$ cat src/rtl/core/spq_pkg.sv
// Shared types and constants for the three-level strict priority queue.
// Holds the field widths, the result status codes and the controller command bundle.
// No dependencies.
package spq_pkg;

	// Payload field widths.
	localparam int ID_W    = 16;
	localparam int PRIO_W  = 2;
	localparam int CMD_W   = 1;
	localparam int TOTAL_W = 6;
	localparam int STAT_W  = 2;

	// Default geometry.
	localparam int DEPTH_DEF  = 16;
	localparam int LEVELS_DEF = 3;

	// Command codes carried by an input item.
	localparam logic [CMD_W-1:0] CMD_ENQ = 1'b0;
	localparam logic [CMD_W-1:0] CMD_DEQ = 1'b1;

	// Result status codes.
	localparam logic [STAT_W-1:0] ST_ENQ   = 2'd0;
	localparam logic [STAT_W-1:0] ST_DEQ   = 2'd1;
	localparam logic [STAT_W-1:0] ST_EMPTY = 2'd2;
	localparam logic [STAT_W-1:0] ST_DROP  = 2'd3;

	// Commands from the controller to the datapath.
	typedef struct packed {
		logic latch;  // capture the accepted input item
		logic exec;   // decide, update pointers and access the store
		logic load;   // move the result into the output register
	} spq_cmd_t;

	// Status from the datapath to the controller.
	typedef struct packed {
		logic busy;   // an item has been captured and not yet handed to the output
	} spq_sts_t;

endpackage

$ cat src/rtl/core/spq_ctrl.sv
// Sequencing controller for the strict priority queue.
// Walks each item through capture, execute and output load, and owns the output valid flag.
// Depends on spq_pkg.
module spq_ctrl (
	input  logic              clk,
	input  logic              arst_n,
	input  logic              s_tvalid,
	output logic              s_tready,
	output logic              m_tvalid,
	input  logic              m_tready,
	input  spq_pkg::spq_sts_t sts,
	output spq_pkg::spq_cmd_t cmd
);
	import spq_pkg::*;

	typedef enum logic [1:0] {
		S_IDLE,
		S_EXEC,
		S_DONE
	} state_t;

	state_t state_q;
	logic   out_valid_q;
	logic   out_free;

	// The output register can take a new result when empty or being drained.
	assign out_free = !out_valid_q || m_tready;

	// Command decode from the current state.
	always_comb begin
		cmd       = '0;
		cmd.latch = (state_q == S_IDLE) && s_tvalid;
		cmd.exec  = (state_q == S_EXEC);
		cmd.load  = (state_q == S_DONE) && out_free;
	end

	assign s_tready = (state_q == S_IDLE);
	assign m_tvalid = out_valid_q;

	// State and output valid flag.
	always_ff @(posedge clk or negedge arst_n) begin
		if (!arst_n) begin
			state_q     <= S_IDLE;
			out_valid_q <= 1'b0;
		end else begin
			unique case (state_q)
				S_IDLE: begin
					if (s_tvalid) state_q <= S_EXEC;
				end
				S_EXEC: begin
					state_q <= S_DONE;
				end
				S_DONE: begin
					if (out_free) state_q <= S_IDLE;
				end
				default: begin
					state_q <= S_IDLE;
				end
			endcase
			if (cmd.load) begin
				out_valid_q <= 1'b1;
			end else if (m_tready) begin
				out_valid_q <= 1'b0;
			end
		end
	end

	// An accepted item always goes on to the execute step.
	a_accept_exec: assert property (@(posedge clk) disable iff (!arst_n)
		s_tvalid && s_tready |=> state_q == S_EXEC)
		else $error("accepted item did not move to execute");

	// A new result only appears straight after the output load step.
	a_valid_source: assert property (@(posedge clk) disable iff (!arst_n)
		$rose(m_tvalid) |-> $past(state_q == S_DONE))
		else $error("output valid rose without a load");

	// The datapath reports an item in flight whenever the controller is past capture.
	a_busy_track: assert property (@(posedge clk) disable iff (!arst_n)
		state_q != S_IDLE |-> sts.busy)
		else $error("controller and datapath disagree on item in flight");

	// At most one command is issued in any cycle.
	a_cmd_onehot: assert property (@(posedge clk) disable iff (!arst_n)
		$onehot0(cmd))
		else $error("overlapping datapath commands");

endmodule

$ cat src/rtl/core/spq_datapath.sv
// Datapath of the strict priority queue: per-level pointers and counts, the entry store,
// the level search and the output register.
// Depends on spq_pkg.
module spq_datapath #(
	parameter int DEPTH  = spq_pkg::DEPTH_DEF,
	parameter int LEVELS = spq_pkg::LEVELS_DEF
) (
	input  logic                        clk,
	input  logic                        arst_n,
	input  spq_pkg::spq_cmd_t           cmd,
	output spq_pkg::spq_sts_t           sts,
	input  logic [spq_pkg::CMD_W-1:0]   in_command,
	input  logic [spq_pkg::PRIO_W-1:0]  in_priority,
	input  logic [spq_pkg::ID_W-1:0]    in_id,
	output logic [spq_pkg::STAT_W-1:0]  out_status,
	output logic [spq_pkg::ID_W-1:0]    out_id,
	output logic [spq_pkg::PRIO_W-1:0]  out_priority,
	output logic [spq_pkg::TOTAL_W-1:0] out_total
);
	import spq_pkg::*;

	localparam int PTR_W = $clog2(DEPTH);
	localparam int CNT_W = $clog2(DEPTH + 1);
	localparam int LVL_W = $clog2(LEVELS);
	localparam int MEM_N = LEVELS << PTR_W;
	localparam int ADR_W = LVL_W + PTR_W;

	// Captured input item.
	logic [CMD_W-1:0]   cmd_q;
	logic [PRIO_W-1:0]  prio_q;
	logic [ID_W-1:0]    id_q;
	logic               busy_q;

	// Per-level queue state.
	logic [PTR_W-1:0]   head_q [LEVELS];
	logic [PTR_W-1:0]   tail_q [LEVELS];
	logic [CNT_W-1:0]   count_q [LEVELS];
	logic [TOTAL_W-1:0] total_q;

	// Result of the execute step, waiting for the output load.
	logic [STAT_W-1:0]  res_status_q;
	logic [PRIO_W-1:0]  res_prio_q;

	// Entry store and its registered read data.
	logic [ID_W-1:0]    mem [MEM_N];
	logic [ID_W-1:0]    rd_data_q;

	// Output register.
	logic [STAT_W-1:0]  out_status_q;
	logic [ID_W-1:0]    out_id_q;
	logic [PRIO_W-1:0]  out_prio_q;
	logic [TOTAL_W-1:0] out_total_q;

	// Decision logic.
	logic [PRIO_W-1:0]  prio_m1;
	logic [LVL_W-1:0]   enq_lvl;
	logic               prio_ok;
	logic               lvl_full;
	logic [LVL_W-1:0]   deq_lvl;
	logic               found;
	logic               wr_en;
	logic               rd_en;
	logic [ADR_W-1:0]   wr_addr;
	logic [ADR_W-1:0]   rd_addr;
	logic [PTR_W-1:0]   tail_next;
	logic [PTR_W-1:0]   head_next;

	// Enqueue level check: priority must name an existing level.
	assign prio_m1  = prio_q - PRIO_W'(1);
	assign enq_lvl  = LVL_W'(prio_m1);
	assign prio_ok  = (prio_q != '0) && (32'(prio_q) <= LEVELS);
	assign lvl_full = prio_ok && (count_q[enq_lvl] == CNT_W'(DEPTH));

	// Most urgent non-empty level; the lowest index wins.
	always_comb begin
		found   = 1'b0;
		deq_lvl = '0;
		for (int i = LEVELS - 1; i >= 0; i--) begin
			if (count_q[i] != '0) begin
				found   = 1'b1;
				deq_lvl = LVL_W'(i);
			end
		end
	end

	assign wr_en     = cmd.exec && (cmd_q == CMD_ENQ) && prio_ok && !lvl_full;
	assign rd_en     = cmd.exec && (cmd_q == CMD_DEQ) && found;
	assign wr_addr   = {enq_lvl, tail_q[enq_lvl]};
	assign rd_addr   = {deq_lvl, head_q[deq_lvl]};
	assign tail_next = (tail_q[enq_lvl] == PTR_W'(DEPTH - 1)) ? '0
		: tail_q[enq_lvl] + PTR_W'(1);
	assign head_next = (head_q[deq_lvl] == PTR_W'(DEPTH - 1)) ? '0
		: head_q[deq_lvl] + PTR_W'(1);

	// Entry store: at most one write or one registered read per cycle, only in the execute step.
	always_ff @(posedge clk) begin
		if (wr_en) mem[wr_addr] <= id_q;
		if (rd_en) rd_data_q <= mem[rd_addr];
	end

	// Input capture and result payload registers.
	always_ff @(posedge clk) begin
		if (cmd.latch) begin
			cmd_q  <= in_command;
			prio_q <= in_priority;
			id_q   <= in_id;
		end
		if (cmd.exec) begin
			if (cmd_q == CMD_ENQ) begin
				res_status_q <= wr_en ? ST_ENQ : ST_DROP;
				res_prio_q   <= '0;
			end else begin
				res_status_q <= found ? ST_DEQ : ST_EMPTY;
				res_prio_q   <= found ? PRIO_W'(deq_lvl) + PRIO_W'(1) : '0;
			end
		end
		if (cmd.load) begin
			out_status_q <= res_status_q;
			out_id_q     <= (res_status_q == ST_DEQ) ? rd_data_q : '0;
			out_prio_q   <= res_prio_q;
			out_total_q  <= total_q;
		end
	end

	// Pointers, counts and the item-in-flight flag.
	always_ff @(posedge clk or negedge arst_n) begin
		if (!arst_n) begin
			for (int i = 0; i < LEVELS; i++) begin
				head_q[i]  <= '0;
				tail_q[i]  <= '0;
				count_q[i] <= '0;
			end
			total_q <= '0;
			busy_q  <= 1'b0;
		end else begin
			if (cmd.latch) begin
				busy_q <= 1'b1;
			end else if (cmd.load) begin
				busy_q <= 1'b0;
			end
			if (wr_en) begin
				tail_q[enq_lvl]  <= tail_next;
				count_q[enq_lvl] <= count_q[enq_lvl] + CNT_W'(1);
				total_q          <= total_q + TOTAL_W'(1);
			end
			if (rd_en) begin
				head_q[deq_lvl]  <= head_next;
				count_q[deq_lvl] <= count_q[deq_lvl] - CNT_W'(1);
				total_q          <= total_q - TOTAL_W'(1);
			end
		end
	end

	assign sts.busy     = busy_q;
	assign out_status   = out_status_q;
	assign out_id       = out_id_q;
	assign out_priority = out_prio_q;
	assign out_total    = out_total_q;

	// The store is never written and read in the same cycle.
	a_no_wr_rd: assert property (@(posedge clk) disable iff (!arst_n)
		!(wr_en && rd_en))
		else $error("store written and read together");

	// A level never holds more than its depth.
	a_count_bound: assert property (@(posedge clk) disable iff (!arst_n)
		wr_en |-> count_q[enq_lvl] < CNT_W'(DEPTH))
		else $error("enqueue into a full level");

	// A dequeue leaves its level one entry lighter.
	a_deq_count: assert property (@(posedge clk) disable iff (!arst_n)
		rd_en |=> count_q[$past(deq_lvl)] == $past(count_q[deq_lvl]) - CNT_W'(1))
		else $error("dequeue did not reduce level count");

endmodule

$ cat src/rtl/core/three_level_strict_priority_queue_top.sv
// Strict priority queue with LEVELS FIFO levels of DEPTH entries each, level 1 most urgent.
// Once an input item is accepted, the controller steps through the execute state, then the
// load state, which waits while the output still holds a result not yet taken. No new item
// is accepted before that load; the execute-step store read is registered for the load step.
// Reset (arst_n low, asynchronous) empties every level and drops any result waiting at the
// output; the entry store is not cleared and needs no clearing pass.
module three_level_strict_priority_queue_top #(
	parameter int DEPTH  = spq_pkg::DEPTH_DEF,
	parameter int LEVELS = spq_pkg::LEVELS_DEF
) (
	input  logic        clk,
	input  logic        arst_n,
	input  logic        s_tvalid,
	output logic        s_tready,
	input  logic [23:0] s_tdata,   // [1:0] priority_req, [17:2] item_id, [23:18] zero
	input  logic        s_tuser,   // [0] command
	output logic        m_tvalid,
	input  logic        m_tready,
	output logic [23:0] m_tdata,   // [15:0] out_id, [17:16] out_priority, [23:18] total_count
	output logic [1:0]  m_tuser    // [1:0] status
);
	import spq_pkg::*;

	spq_cmd_t           cmd;
	spq_sts_t           sts;
	logic [ID_W-1:0]    res_id;
	logic [PRIO_W-1:0]  res_prio;
	logic [TOTAL_W-1:0] res_total;
	logic [STAT_W-1:0]  res_status;

	// Sequencing controller.
	spq_ctrl u_ctrl (
		.clk      (clk),
		.arst_n   (arst_n),
		.s_tvalid (s_tvalid),
		.s_tready (s_tready),
		.m_tvalid (m_tvalid),
		.m_tready (m_tready),
		.sts      (sts),
		.cmd      (cmd)
	);

	// Queue state, entry store and output register.
	spq_datapath #(
		.DEPTH  (DEPTH),
		.LEVELS (LEVELS)
	) u_datapath (
		.clk          (clk),
		.arst_n       (arst_n),
		.cmd          (cmd),
		.sts          (sts),
		.in_command   (s_tuser),
		.in_priority  (s_tdata[1:0]),
		.in_id        (s_tdata[17:2]),
		.out_status   (res_status),
		.out_id       (res_id),
		.out_priority (res_prio),
		.out_total    (res_total)
	);

	assign m_tdata = {res_total, res_prio, res_id};
	assign m_tuser = res_status;

endmodule
$ cat config.mk
export PLATFORM = sky130hd
export DESIGN_NAME = three_level_strict_priority_queue_top
export DESIGN_NICKNAME = d
export VERILOG_FILES = /design/src/rtl/core/spq_pkg.sv /design/src/rtl/core/spq_ctrl.sv /design/src/rtl/core/spq_datapath.sv /design/src/rtl/core/three_level_strict_priority_queue_top.sv
export SDC_FILE = /design/constraint.sdc
export NUM_CORES = 1
export LEC_CHECK = 0
export ABC_AREA = 1
export BUFFER_PORTS_ARGS = -buffer_cell sky130_fd_sc_hd__buf_2
export CAP_MARGIN = 5
export CORE_MARGIN = 2
export CORE_UTILIZATION = 45
export CTS_CLUSTER_SIZE = 10
export DETAILED_ROUTE_END_ITERATION = 8
export GPL_ROUTABILITY_DRIVEN = 0
export PLACE_DENSITY = 0.71
export SYNTH_ARGS = -nofsm -noshare
export SYNTH_HDL_FRONTEND = slang
export SYNTH_HIERARCHICAL = 1
export SYNTH_SLANG_ARGS = --single-unit
$ cat constraint.sdc
create_clock -name clk -period 3.55 [get_ports clk]
set_input_delay 0.8875 -clock clk [delete_from_list [all_inputs] [get_ports clk]]
set_output_delay 0.8875 -clock clk [all_outputs]
set_load 0.1 [all_outputs]
==> Word-level counts from Yosys, hierarchy flattened <==
Memories as Yosys holds them, arrays and structs flattened. A register that Yosys moved wholly into a read port is not among the register bits.
Index checks and enable logic that the tools add are counted.
{ "classes": {"reduce_logical": 22, "n_mul": 0, "eq_ne": 8, "bitwise": 3, "div_mod_pow": 0, "order_cmp": 4, "mux": 46, "n_shift": 0, "add_sub_neg": 8} }
{ "op_table": {"columns": ["cell", "n"], "rows": [
  ["4-bit two-way mux", 8],
  ["15-bit bitwise mux", 2],
  ["15-bit two-way mux", 2],
  ["5-bit two-way mux", 6],
  ["12-bit bitwise mux", 2],
  ["5-bit binary-select mux with 2-bit select", 2],
  ["5-bit demux with 2-bit select", 2],
  ["4-bit binary-select mux with 2-bit select", 2],
  ["4-bit demux with 2-bit select", 2],
  ["2-bit two-way mux", 8],
  ["5-bit nonzero test", 3],
  ["6-bit two-way mux", 2],
  ["1-bit logical AND", 10],
  ["4-bit by 1-bit adder with 4-bit output (second input constant)", 2],
  ["4-bit equality test (second input constant)", 2],
  ["1-bit two-way mux", 7],
  ["6-bit by 1-bit adder with 6-bit output (second input constant)", 1],
  ["3-bit greater-or-equal comparator (second input constant)", 2],
  ["3-bit by 1-bit < comparator with 1-bit output (second input constant)", 2],
  ["2-bit NOT with 3-bit output", 2],
  ["2-bit case mux with 3 select lines", 1],
  ["2-bit nonzero test", 3],
  ["6-bit by 1-bit subtractor with 6-bit output (second input constant)", 1],
  ["5-bit by 1-bit adder with 5-bit output (second input constant)", 1],
  ["13 further kinds", 16]
]} }
{ "totals": {"out_inout_bits": 28, "memories": 1, "latchBits": 0, "input_bits": 29, "regBits": 97, "mem_bits_rw": 768, "wordCells": 113, "romBits": 0} }
{ "mem_list": {"columns": ["memory", "words", "width", "read_ports", "rd_clocked_by_memory_dff", "write_ports", "line_no", "source"], "rows": [
  ["u_datapath.mem", 48, 16, 1, 1, 1, "spq_datapath.sv:45", "logic [ID_W-1:0] mem [MEM_N];"]
]} }

==> Logic depth before layout (Yosys ltp) <==
Gate-level depths: netlist of run 1.
{ "depth": {"word_depth": 12, "depth_mapped": 19, "ltp_nobuf": 17} }

==> Cells and area by module <==
Netlist of run 1, hierarchy kept.
{ "by_module_without_submodules": {"columns": ["module", "area_per_inst_um2", "seq_area_each_um2", "cells_each", "n_inst"], "rows": [
  ["spq_datapath", 36910.4, 26165.1, 3281, 1],
  ["spq_ctrl", 142.6, 75.1, 18, 1]
]} }

==> Worst setup path after synthesis of run 1 <==
Ideal clock, no wire load.
{ "synth_path": {"kind": "register to register", "start": "register u_datapath.prio_q[0]", "end": "memory u_datapath.mem[15][0], enable pin", "setup_time_ps": 409, "path_buffers": 1, "t_arrival_ps": 3509, "t_required_ps": 3141, "path_slack_ps": -368, "stages_incl_launch_ff": 15, "synth_period_minus_slack_ps": 3918, "path_cell_list": "edfxtp_1 > inv_1 > ha_1 > buf_2 > nor2_2 > inv_1 > o21a_1 > ha_1 > nand4_1 > nand2_1 > inv_2 > nand2_2 > inv_1 > nand2_1 > nor3_1"} }
{ "synth_via": {"elab_chain_len": 11, "elab_cells_between_ends": 16, "cone_classes": "add/sub (1); eq/ne (1); mux (8); bitwise (1); reduce/logical (5)"} }
{ "synth_rtl": {"columns": ["item", "line_no", "source"], "rows": [
  ["start, declared", "spq_datapath.sv:30", "logic [PRIO_W-1:0] prio_q;"],
  ["start signal, assigned", "spq_datapath.sv:105", "prio_q <= in_priority;"],
  ["2-bit by 1-bit subtractor with 2-bit output", "spq_datapath.sv:69", "assign prio_m1 = prio_q - PRIO_W'(1);"],
  ["2-bit NOT with 3-bit output (implied by the code)", "spq_datapath.sv:72, spq_datapath.sv:88", null],
  ["5-bit binary-select mux with 2-bit select", "spq_datapath.sv:72", "assign lvl_full = prio_ok && (count_q[enq_lvl] == CNT_W'(DEPTH));"],
  ["5-bit two-way mux (implied by the code) (2 in series)", "spq_datapath.sv:72", null],
  ["5-bit equality test", "spq_datapath.sv:72", null],
  ["1-bit logical AND", "spq_datapath.sv:72", null],
  ["1-bit logical NOT", "spq_datapath.sv:86", "assign wr_en = cmd.exec && (cmd_q == CMD_ENQ) && prio_ok && !lvl_full;"],
  ["1-bit logical AND", "spq_datapath.sv:86", null],
  ["1-bit two-way mux", "spq_datapath.sv:97", "if (wr_en) mem[wr_addr] <= id_q;"],
  ["1-bit two-way mux (implied by the code)", "spq_datapath.sv:97", null],
  ["end, declared", "spq_datapath.sv:45", null]
]} }
Several ways; a longest one is shown, not always the timed one. The select of a mux whose other input is x is not followed.

==> Final worst setup path of run 1 <==
{ "layout_path": {"start": "register u_datapath/count_q[2] (netlist name)", "end": "register u_datapath.rd_data_q[3], read port of u_datapath.mem (data pin)"} }
{ "layout_via": {"elab_chain_len": 8, "elab_cells_between_ends": 12, "cone_classes": "mux (9); bitwise (1); reduce/logical (2)"} }
{ "layout_rtl": {"columns": ["item", "line_no", "source"], "rows": [
  ["start, declared", "spq_datapath.sv:37", "logic [CNT_W-1:0] count_q [LEVELS];"],
  ["start signal, assigned by index", "spq_datapath.sv:143", "count_q[enq_lvl] <= count_q[enq_lvl] + CNT_W'(1);"],
  ["start signal, assigned by index", "spq_datapath.sv:148", "count_q[deq_lvl] <= count_q[deq_lvl] - CNT_W'(1);"],
  ["5-bit nonzero test (*)", "spq_datapath.sv:79", "if (count_q[i] != '0) begin"],
  ["2-bit two-way mux (3 in series)", "spq_datapath.sv:79", null],
  ["2-bit NOT with 3-bit output (implied by the code)", "spq_datapath.sv:89", "assign rd_addr = {deq_lvl, head_q[deq_lvl]};"],
  ["4-bit binary-select mux with 2-bit select", "spq_datapath.sv:89", null],
  ["4-bit two-way mux (implied by the code) (2 in series)", "spq_datapath.sv:89", null],
  ["end, declared", "spq_datapath.sv:46", "logic [ID_W-1:0] rd_data_q;"]
]} }
Mark *: on every way between the ends. The rest lies on a longest branch, timed or not. The select of a mux whose other input is x is not followed.
A chain may end at the register's enable or synchronous reset.

==> results.sh, run 1 <==
export IMPL_grt_ovfl_total=0
export IMPL_core_um2=81720
export IMPL_slew_limit_headroom_pct=5.668
export IMPL_r2r_worst_path_cells=14
export IMPL_maxCapViolCount=0
export IMPL_syn_to_final_growth_pct=13.38
export IMPL_crit_buf_inv=1
export IMPL_hold_buffers=0
export IMPL_grt_pass1_vias=23340
export IMPL_cts_buffers_inserted=99
export IMPL_slowest_delay_ps=420
export IMPL_syn_inst=3296
export IMPL_fin_worst_skew_ps=17.04
export IMPL_die_w_um=290.8
export IMPL_rsz0062_at_grt="false"
export IMPL_drv_slew=0
export IMPL_tns_ps=0
export IMPL_synthesis_nets=3338
export IMPL_diodes=0
export IMPL_h_tree_depth=3
export IMPL_first_pass_iters=6
export IMPL_cp_depth=14
export IMPL_p_leak_uw=0.01606
export IMPL_endpoint_kind="flip-flop"
export IMPL_path_cells="nor2_1, nand3_1, nand3_4, nand3_2, nand2_4, buf_12, nand2_1, nand3_1, nand3_1, nand2_1, nand3_1, nand2_1, nand2_1, nand2_1"
export IMPL_final_area_um2=41970
export IMPL_ant_nets=0
export IMPL_dr_first_iter_drc_count=2768
export IMPL_synth_area_um2=37020
export IMPL_setup_violations=0
export IMPL_die_area_um2=84570
export IMPL_worstSetupStartpointType="flip-flop"
export IMPL_cts_tree="done"
export IMPL_grt_pass1_wl_um=141100
export IMPL_drc_errors=0
export IMPL_rows=105
export IMPL_avgViaCountPerCell=5.483
export IMPL_finalCoreUtilization_pct=51.36
export IMPL_min_period_over_period_pct=92.55
export IMPL_status="complete, no violations"
export IMPL_io_buffer_count=50
export IMPL_finalHoldViolCount=0
export IMPL_cp_slowest_cell="dfrtp_1"
export IMPL_clock_latency_ps=650
export IMPL_clock_path_buffers=3
export IMPL_postRouteWirelength_um=93660
export IMPL_cp_common_cell="nand2_1"
export IMPL_grt_antenna_before_repair=0
export IMPL_max_freq_ghz=0.3044
export IMPL_critPathTopFamily="simple AND/OR/NAND/NOR gates"
export IMPL_finalPower_uw=33750
export IMPL_path_clk_slew_ps=50
export IMPL_cp_arrival_ps=3800
export IMPL_vias=24780
export IMPL_root_buffer="clkbuf_16"
export IMPL_whs_ps=183.3
export IMPL_drive_above_1_share_pct=11.59
export IMPL_dp_hpwl_um=54830
export IMPL_die_height_um=290.8
export IMPL_grt_max_degree=80
export IMPL_clock_sinks=881
export IMPL_critPathKind="reg -> reg"
export IMPL_crit_fanout=79
export IMPL_initial_core_util_pct=45.30
export IMPL_ys_warn_count=6
export IMPL_post_drt_wl_per_cell_um=20.72
export IMPL_power_density_nw_per_um2=804.2
export IMPL_syn_area_per_cell_um2=11.23
export IMPL_period_needed_ps=3285
export IMPL_ioPinCount=57
export IMPL_track_usage_pct=21.96
export IMPL_worstHoldPathType="in -> async"
export IMPL_postPlaceCellArea_um2=39280
export IMPL_ir_worst_vdd_uv=488.2
export IMPL_n_fill_cell=6864
export IMPL_worst_slew_pin_slew_ps=1415
export IMPL_nets=3461
export IMPL_cp_data_required_time_ps=4060
-- cells in the final DEF, fill, tap and decap left out, drive strengths merged --
master  instances
nand2        1036
edfxtp        833
nand3         388
nor2          278
inv           210
buf           195
o21ai         133
clkbuf        125
o211ai         57
a21oi          52
dfrtp          48
a21o           21
nor3           16
ha             13
or2            11
xor2            5
o22ai           5
o21a            4
xnor2           4
nand4           3
a32oi           3
clkinv          2
nor3b           2
a22oi           1
o221ai          1
a31oi           1
o21bai          1
o41ai           1
nand3b          1
-- where the power goes --
part           total (µW)  switching (µW)  internal [µW]
Sequential          12400             307          12100
Clock                8820            3780           5050
Combinational       12500            8960           3530
-- cell type report --
type	count	area, µm²	share of cell area, %
repair buffers	195	1694	4.036
multi-input cells	2037	9283	22.12
inverters	205	774.5	1.845
clock buffers	125	2596	6.186
flip-flops and latches	881	26220	62.46
well taps	1070	1339	3.190
clock inverters	7	68.82	0.1640
-- worst paths after layout --
kind                                          start  slack (ps)                    endpoint
max reg2reg                   u_datapath/count_q[2]         260     u_datapath/rd_data_q[3]
min                                          arst_n         180           u_ctrl/state_q[1]
max in group asynchronous                    arst_n        2730        u_datapath/head_q[6]
min reg2reg                u_datapath/res_prio_q[0]         420  u_datapath/out_priority[0]
max                           u_datapath/count_q[2]         260     u_datapath/rd_data_q[3]
min in group clk                        s_tdata[14]         410         u_datapath/id_q[12]
-- flip-flops by register name (all words and copies together) (netlist names) --
signal	flops
u_datapath/prio_q	2
u_datapath/tail_q	12
u_datapath/out_priority	2
u_datapath/head_q	12
u_datapath/id_q	16
u_datapath/out_id	16
u_datapath/out_status	2
u_datapath/mem	768
u_ctrl/m_tvalid	1
u_datapath/cmd_q	1
u_datapath/res_status_q	2
u_datapath/out_total	6
u_datapath/total_q	6
u_datapath/res_prio_q	2
u_datapath/count_q	15
u_datapath/rd_data_q	16
u_ctrl/state_q	2
-- repair_timing --
action	in CTS	in global routing
setup endpoints to repair	0	128
setup buffers	0	0
gates resized for setup	0	8
-- stage by stage --
stage	setup WS [ps]	cells
2_1_floorplan	-368.4	3296
3_3_place_gp	358.9	4388
3_5_place_dp	289.3	4388
4_1_cts	270.3	4520
5_1_grt	0.03419	4520
6_report	264.5	4520
-- metal layers --
metal	share of wire (%)	routed length, µm	global-route usage, %
met1	40	37130	29.90
met2	47	44360	35.40
met3	9.1	8555	3.151
met4	3.9	3608	9.428
met5	0	0	0
(Power assumes the default switching activity.)
==> inputs of run 2 (changes only) <==
--- a/config.mk
+++ b/config.mk
@@ -5,15 +5,14 @@
 export SDC_FILE = /design/constraint.sdc
 export NUM_CORES = 1
 export LEC_CHECK = 0
-export ABC_AREA = 1
 export BUFFER_PORTS_ARGS = -buffer_cell sky130_fd_sc_hd__buf_2
 export CAP_MARGIN = 5
 export CORE_MARGIN = 2
 export CORE_UTILIZATION = 45
-export CTS_CLUSTER_SIZE = 10
+export CTS_CLUSTER_SIZE = 24
 export DETAILED_ROUTE_END_ITERATION = 8
 export GPL_ROUTABILITY_DRIVEN = 0
-export PLACE_DENSITY = 0.71
+export PLACE_DENSITY = 0.68
 export SYNTH_ARGS = -nofsm -noshare
 export SYNTH_HDL_FRONTEND = slang
 export SYNTH_HIERARCHICAL = 1
==> constraint.sdc (replaced) <==
create_clock -name clk -period 3.7 [get_ports clk]
set_input_delay 0.925 -clock clk [delete_from_list [all_inputs] [get_ports clk]]
set_output_delay 0.925 -clock clk [all_outputs]
set_load 0.1 [all_outputs]
==> results.sh, run 2 <==
export IMPL_min_period_over_period_pct=101.8
export IMPL_cts_tree="done"
export IMPL_setup_violations=4
export IMPL_avgViaCountPerCell=5.859
export IMPL_hold_buffers=0
export IMPL_reg2reg_to="u_datapath/rd_data_q[13]"
export IMPL_worstSetupStartpointType="flip-flop"
export IMPL_post_drt_wl_per_cell_um=24.55
export IMPL_syn_to_final_growth_pct=18.86
export IMPL_min_to="u_datapath/out_priority[0]"
export IMPL_initial_core_util_pct=45.37
export IMPL_die_w_um=286.0
export IMPL_die_height_um=286.0
export IMPL_maxCapViolCount=0
export IMPL_track_usage_pct=23.64
export IMPL_critPathLaunch="u_datapath/count_q[7]"
export IMPL_grt_max_degree=60
export IMPL_ant_nets=0
export IMPL_worst_slew_pin_slew_ps=1137
export IMPL_die_area_um2=81800
export IMPL_period_needed_ps=3768
export IMPL_ys_warn_count=6
export IMPL_pre_cts_slack_ps=-274.7
export IMPL_postRouteWirelength_um=98100
export IMPL_grt_pass1_vias=22980
export IMPL_power_density_nw_per_um2=773.5
export IMPL_syn_area_per_cell_um2=13.75
export IMPL_io_buffer_count=50
export IMPL_crit_fanout=11
export IMPL_rows=103
export IMPL_cp_arrival_ps=4140
export IMPL_synthesis_nets=2645
export IMPL_r2r_start="u_datapath/count_q[7]"
export IMPL_worstHoldPathType="reg -> reg"
export IMPL_clock_latency_ps=640
export IMPL_rrSetupSlack_ps=-70
export IMPL_finalHoldViolCount=0
export IMPL_min_from="u_datapath/res_prio_q[0]"
export IMPL_h_tree_depth=3
export IMPL_fin_ws_ps=-68.05
export IMPL_ir_worst_vdd_uv=543.6
export IMPL_grt_ovfl_total=0
export IMPL_r2r_worst_path_cells=16
export IMPL_dp_cells=3821
export IMPL_diodes=0
export IMPL_clock_sinks=881
export IMPL_status="complete, but fails checks"
export IMPL_vias=23410
export IMPL_syn_inst=2603
export IMPL_top_register="u_datapath/mem"
export IMPL_path_cells="or3_4, nor4_4, buf_4, nor2_4, o22ai_4, buf_12, clkinv_16, buf_6, buf_4, clkbuf_16, buf_4, nand2_1, nand3_1, a21oi_1, nor4_1, or3_4"
export IMPL_rsz0062_at_grt="true"
export IMPL_hold_depth=0
export IMPL_largest_register_ffs=768
export IMPL_root_buffer="clkbuf_16"
export IMPL_grt_pass1_wl_um=144200
export IMPL_cts_buffers_inserted=87
export IMPL_layout_commonest_cell="edfxtp_1"
export IMPL_violations="setup timing"
export IMPL_drv_slew=0
export IMPL_synth_area_um2=35790
export IMPL_grt_antenna_before_repair=2
export IMPL_max_freq_ghz=0.2654
export IMPL_final_cells=3996
export IMPL_drc_errors=0
export IMPL_endpoint_kind="flip-flop"
export IMPL_clock_path_buffers=3
export IMPL_slowest_delay_ps=450
export IMPL_critPathTopFamily="simple AND/OR/NAND/NOR gates"
export IMPL_nets=2924
export IMPL_final_cell_mix="edfxtp_1 (833), nand2_1 (519), buf_4 (228), nand3_1 (202), a21oi_1 (121)"
export IMPL_path_clk_slew_ps=60
export IMPL_cp_common_cell="buf_4"
export IMPL_core_um2=78870
export IMPL_p_leak_uw=0.01489
export IMPL_fin_worst_skew_ps=17.49
export IMPL_slew_limit_headroom_pct=24.22
export IMPL_critPathKind="reg -> reg"
export IMPL_first_pass_iters=6
export IMPL_crit_buf_inv=7
export IMPL_dr_first_iter_drc_count=2980
export IMPL_cp_data_required_time_ps=4070
export IMPL_dp_hpwl_um=62130
export IMPL_drive_above_1_share_pct=20.47
export IMPL_cp_slowest_cell="or3_4"
export IMPL_ioPinCount=57
==> run 2: routing by layer <==
metal	routed length, µm	global-route usage (%)
met1	37720	31.40
met2	45590	37.45
met3	10680	5.654
met4	4111	9.830
met5	0	0
==> run 2: power breakdown <==
group          leakage, µW  internal, µW  switching, µW  total, µW
Sequential         0.00813         11600            222      11800
Clock              0.00133          4790           3620       8420
Combinational      0.00544          4490           8190      12700
Total               0.0149         20900          12000      32900
==> run 2: final cells by class <==
class | count | area, µm²
timing repair inverter | 1 | 6.256
timing repair buffer | 333 | 3017
fill | 6315 | 36330
inverter | 17 | 95.09
tap | 1050 | 1314
clock inverter | 45 | 342.8
sequential | 881 | 26220
multi-input combinational | 1561 | 9185
clock buffer | 108 | 2360
==> run 2: how the worst max path moves through the flow <==
stage                                          end  slack, ps  cells after the start
after floorplan              u_datapath/mem[38][0]       -190                     10
after global placement     u_datapath/rd_data_q[3]       -210                     12
after detailed placement   u_datapath/rd_data_q[3]       -270                     12
after CTS                  u_datapath/rd_data_q[3]       -0.3                     12
after global routing       u_datapath/rd_data_q[8]       -100                     14
final                     u_datapath/rd_data_q[13]        -70                     16
==> run 2: what timing repair did <==
action | 4_1_cts | 5_1_grt
resized for setup | 17 | 57
endpoints found under the setup margin | 15 | 93
setup buffers | 3 | 16
gates cloned | 1 | 3
hold endpoints to repair | 0 | 0
pin swaps | 6 | 39
==> run 2: metrics by stage <==
step / utilization, % / power [µW] / setup TNS, ps / cell area [µm²] / hold slack [ps]
after floorplan: - / 18800 / -27780 / 35890 / 400.3
after detailed placement: 49.80 / 23560 / -1510 / 39280 / 405.7
final: 53.93 / 32900 / -171.1 / 42540 / 423.0
after CTS: 53.37 / 32110 / -0.2975 / 42090 / 427.1
after global placement: 49.80 / 23300 / -1165 / 39280 / 412.0
after global routing: 53.93 / 34150 / -594.1 / 42540 / 436.7
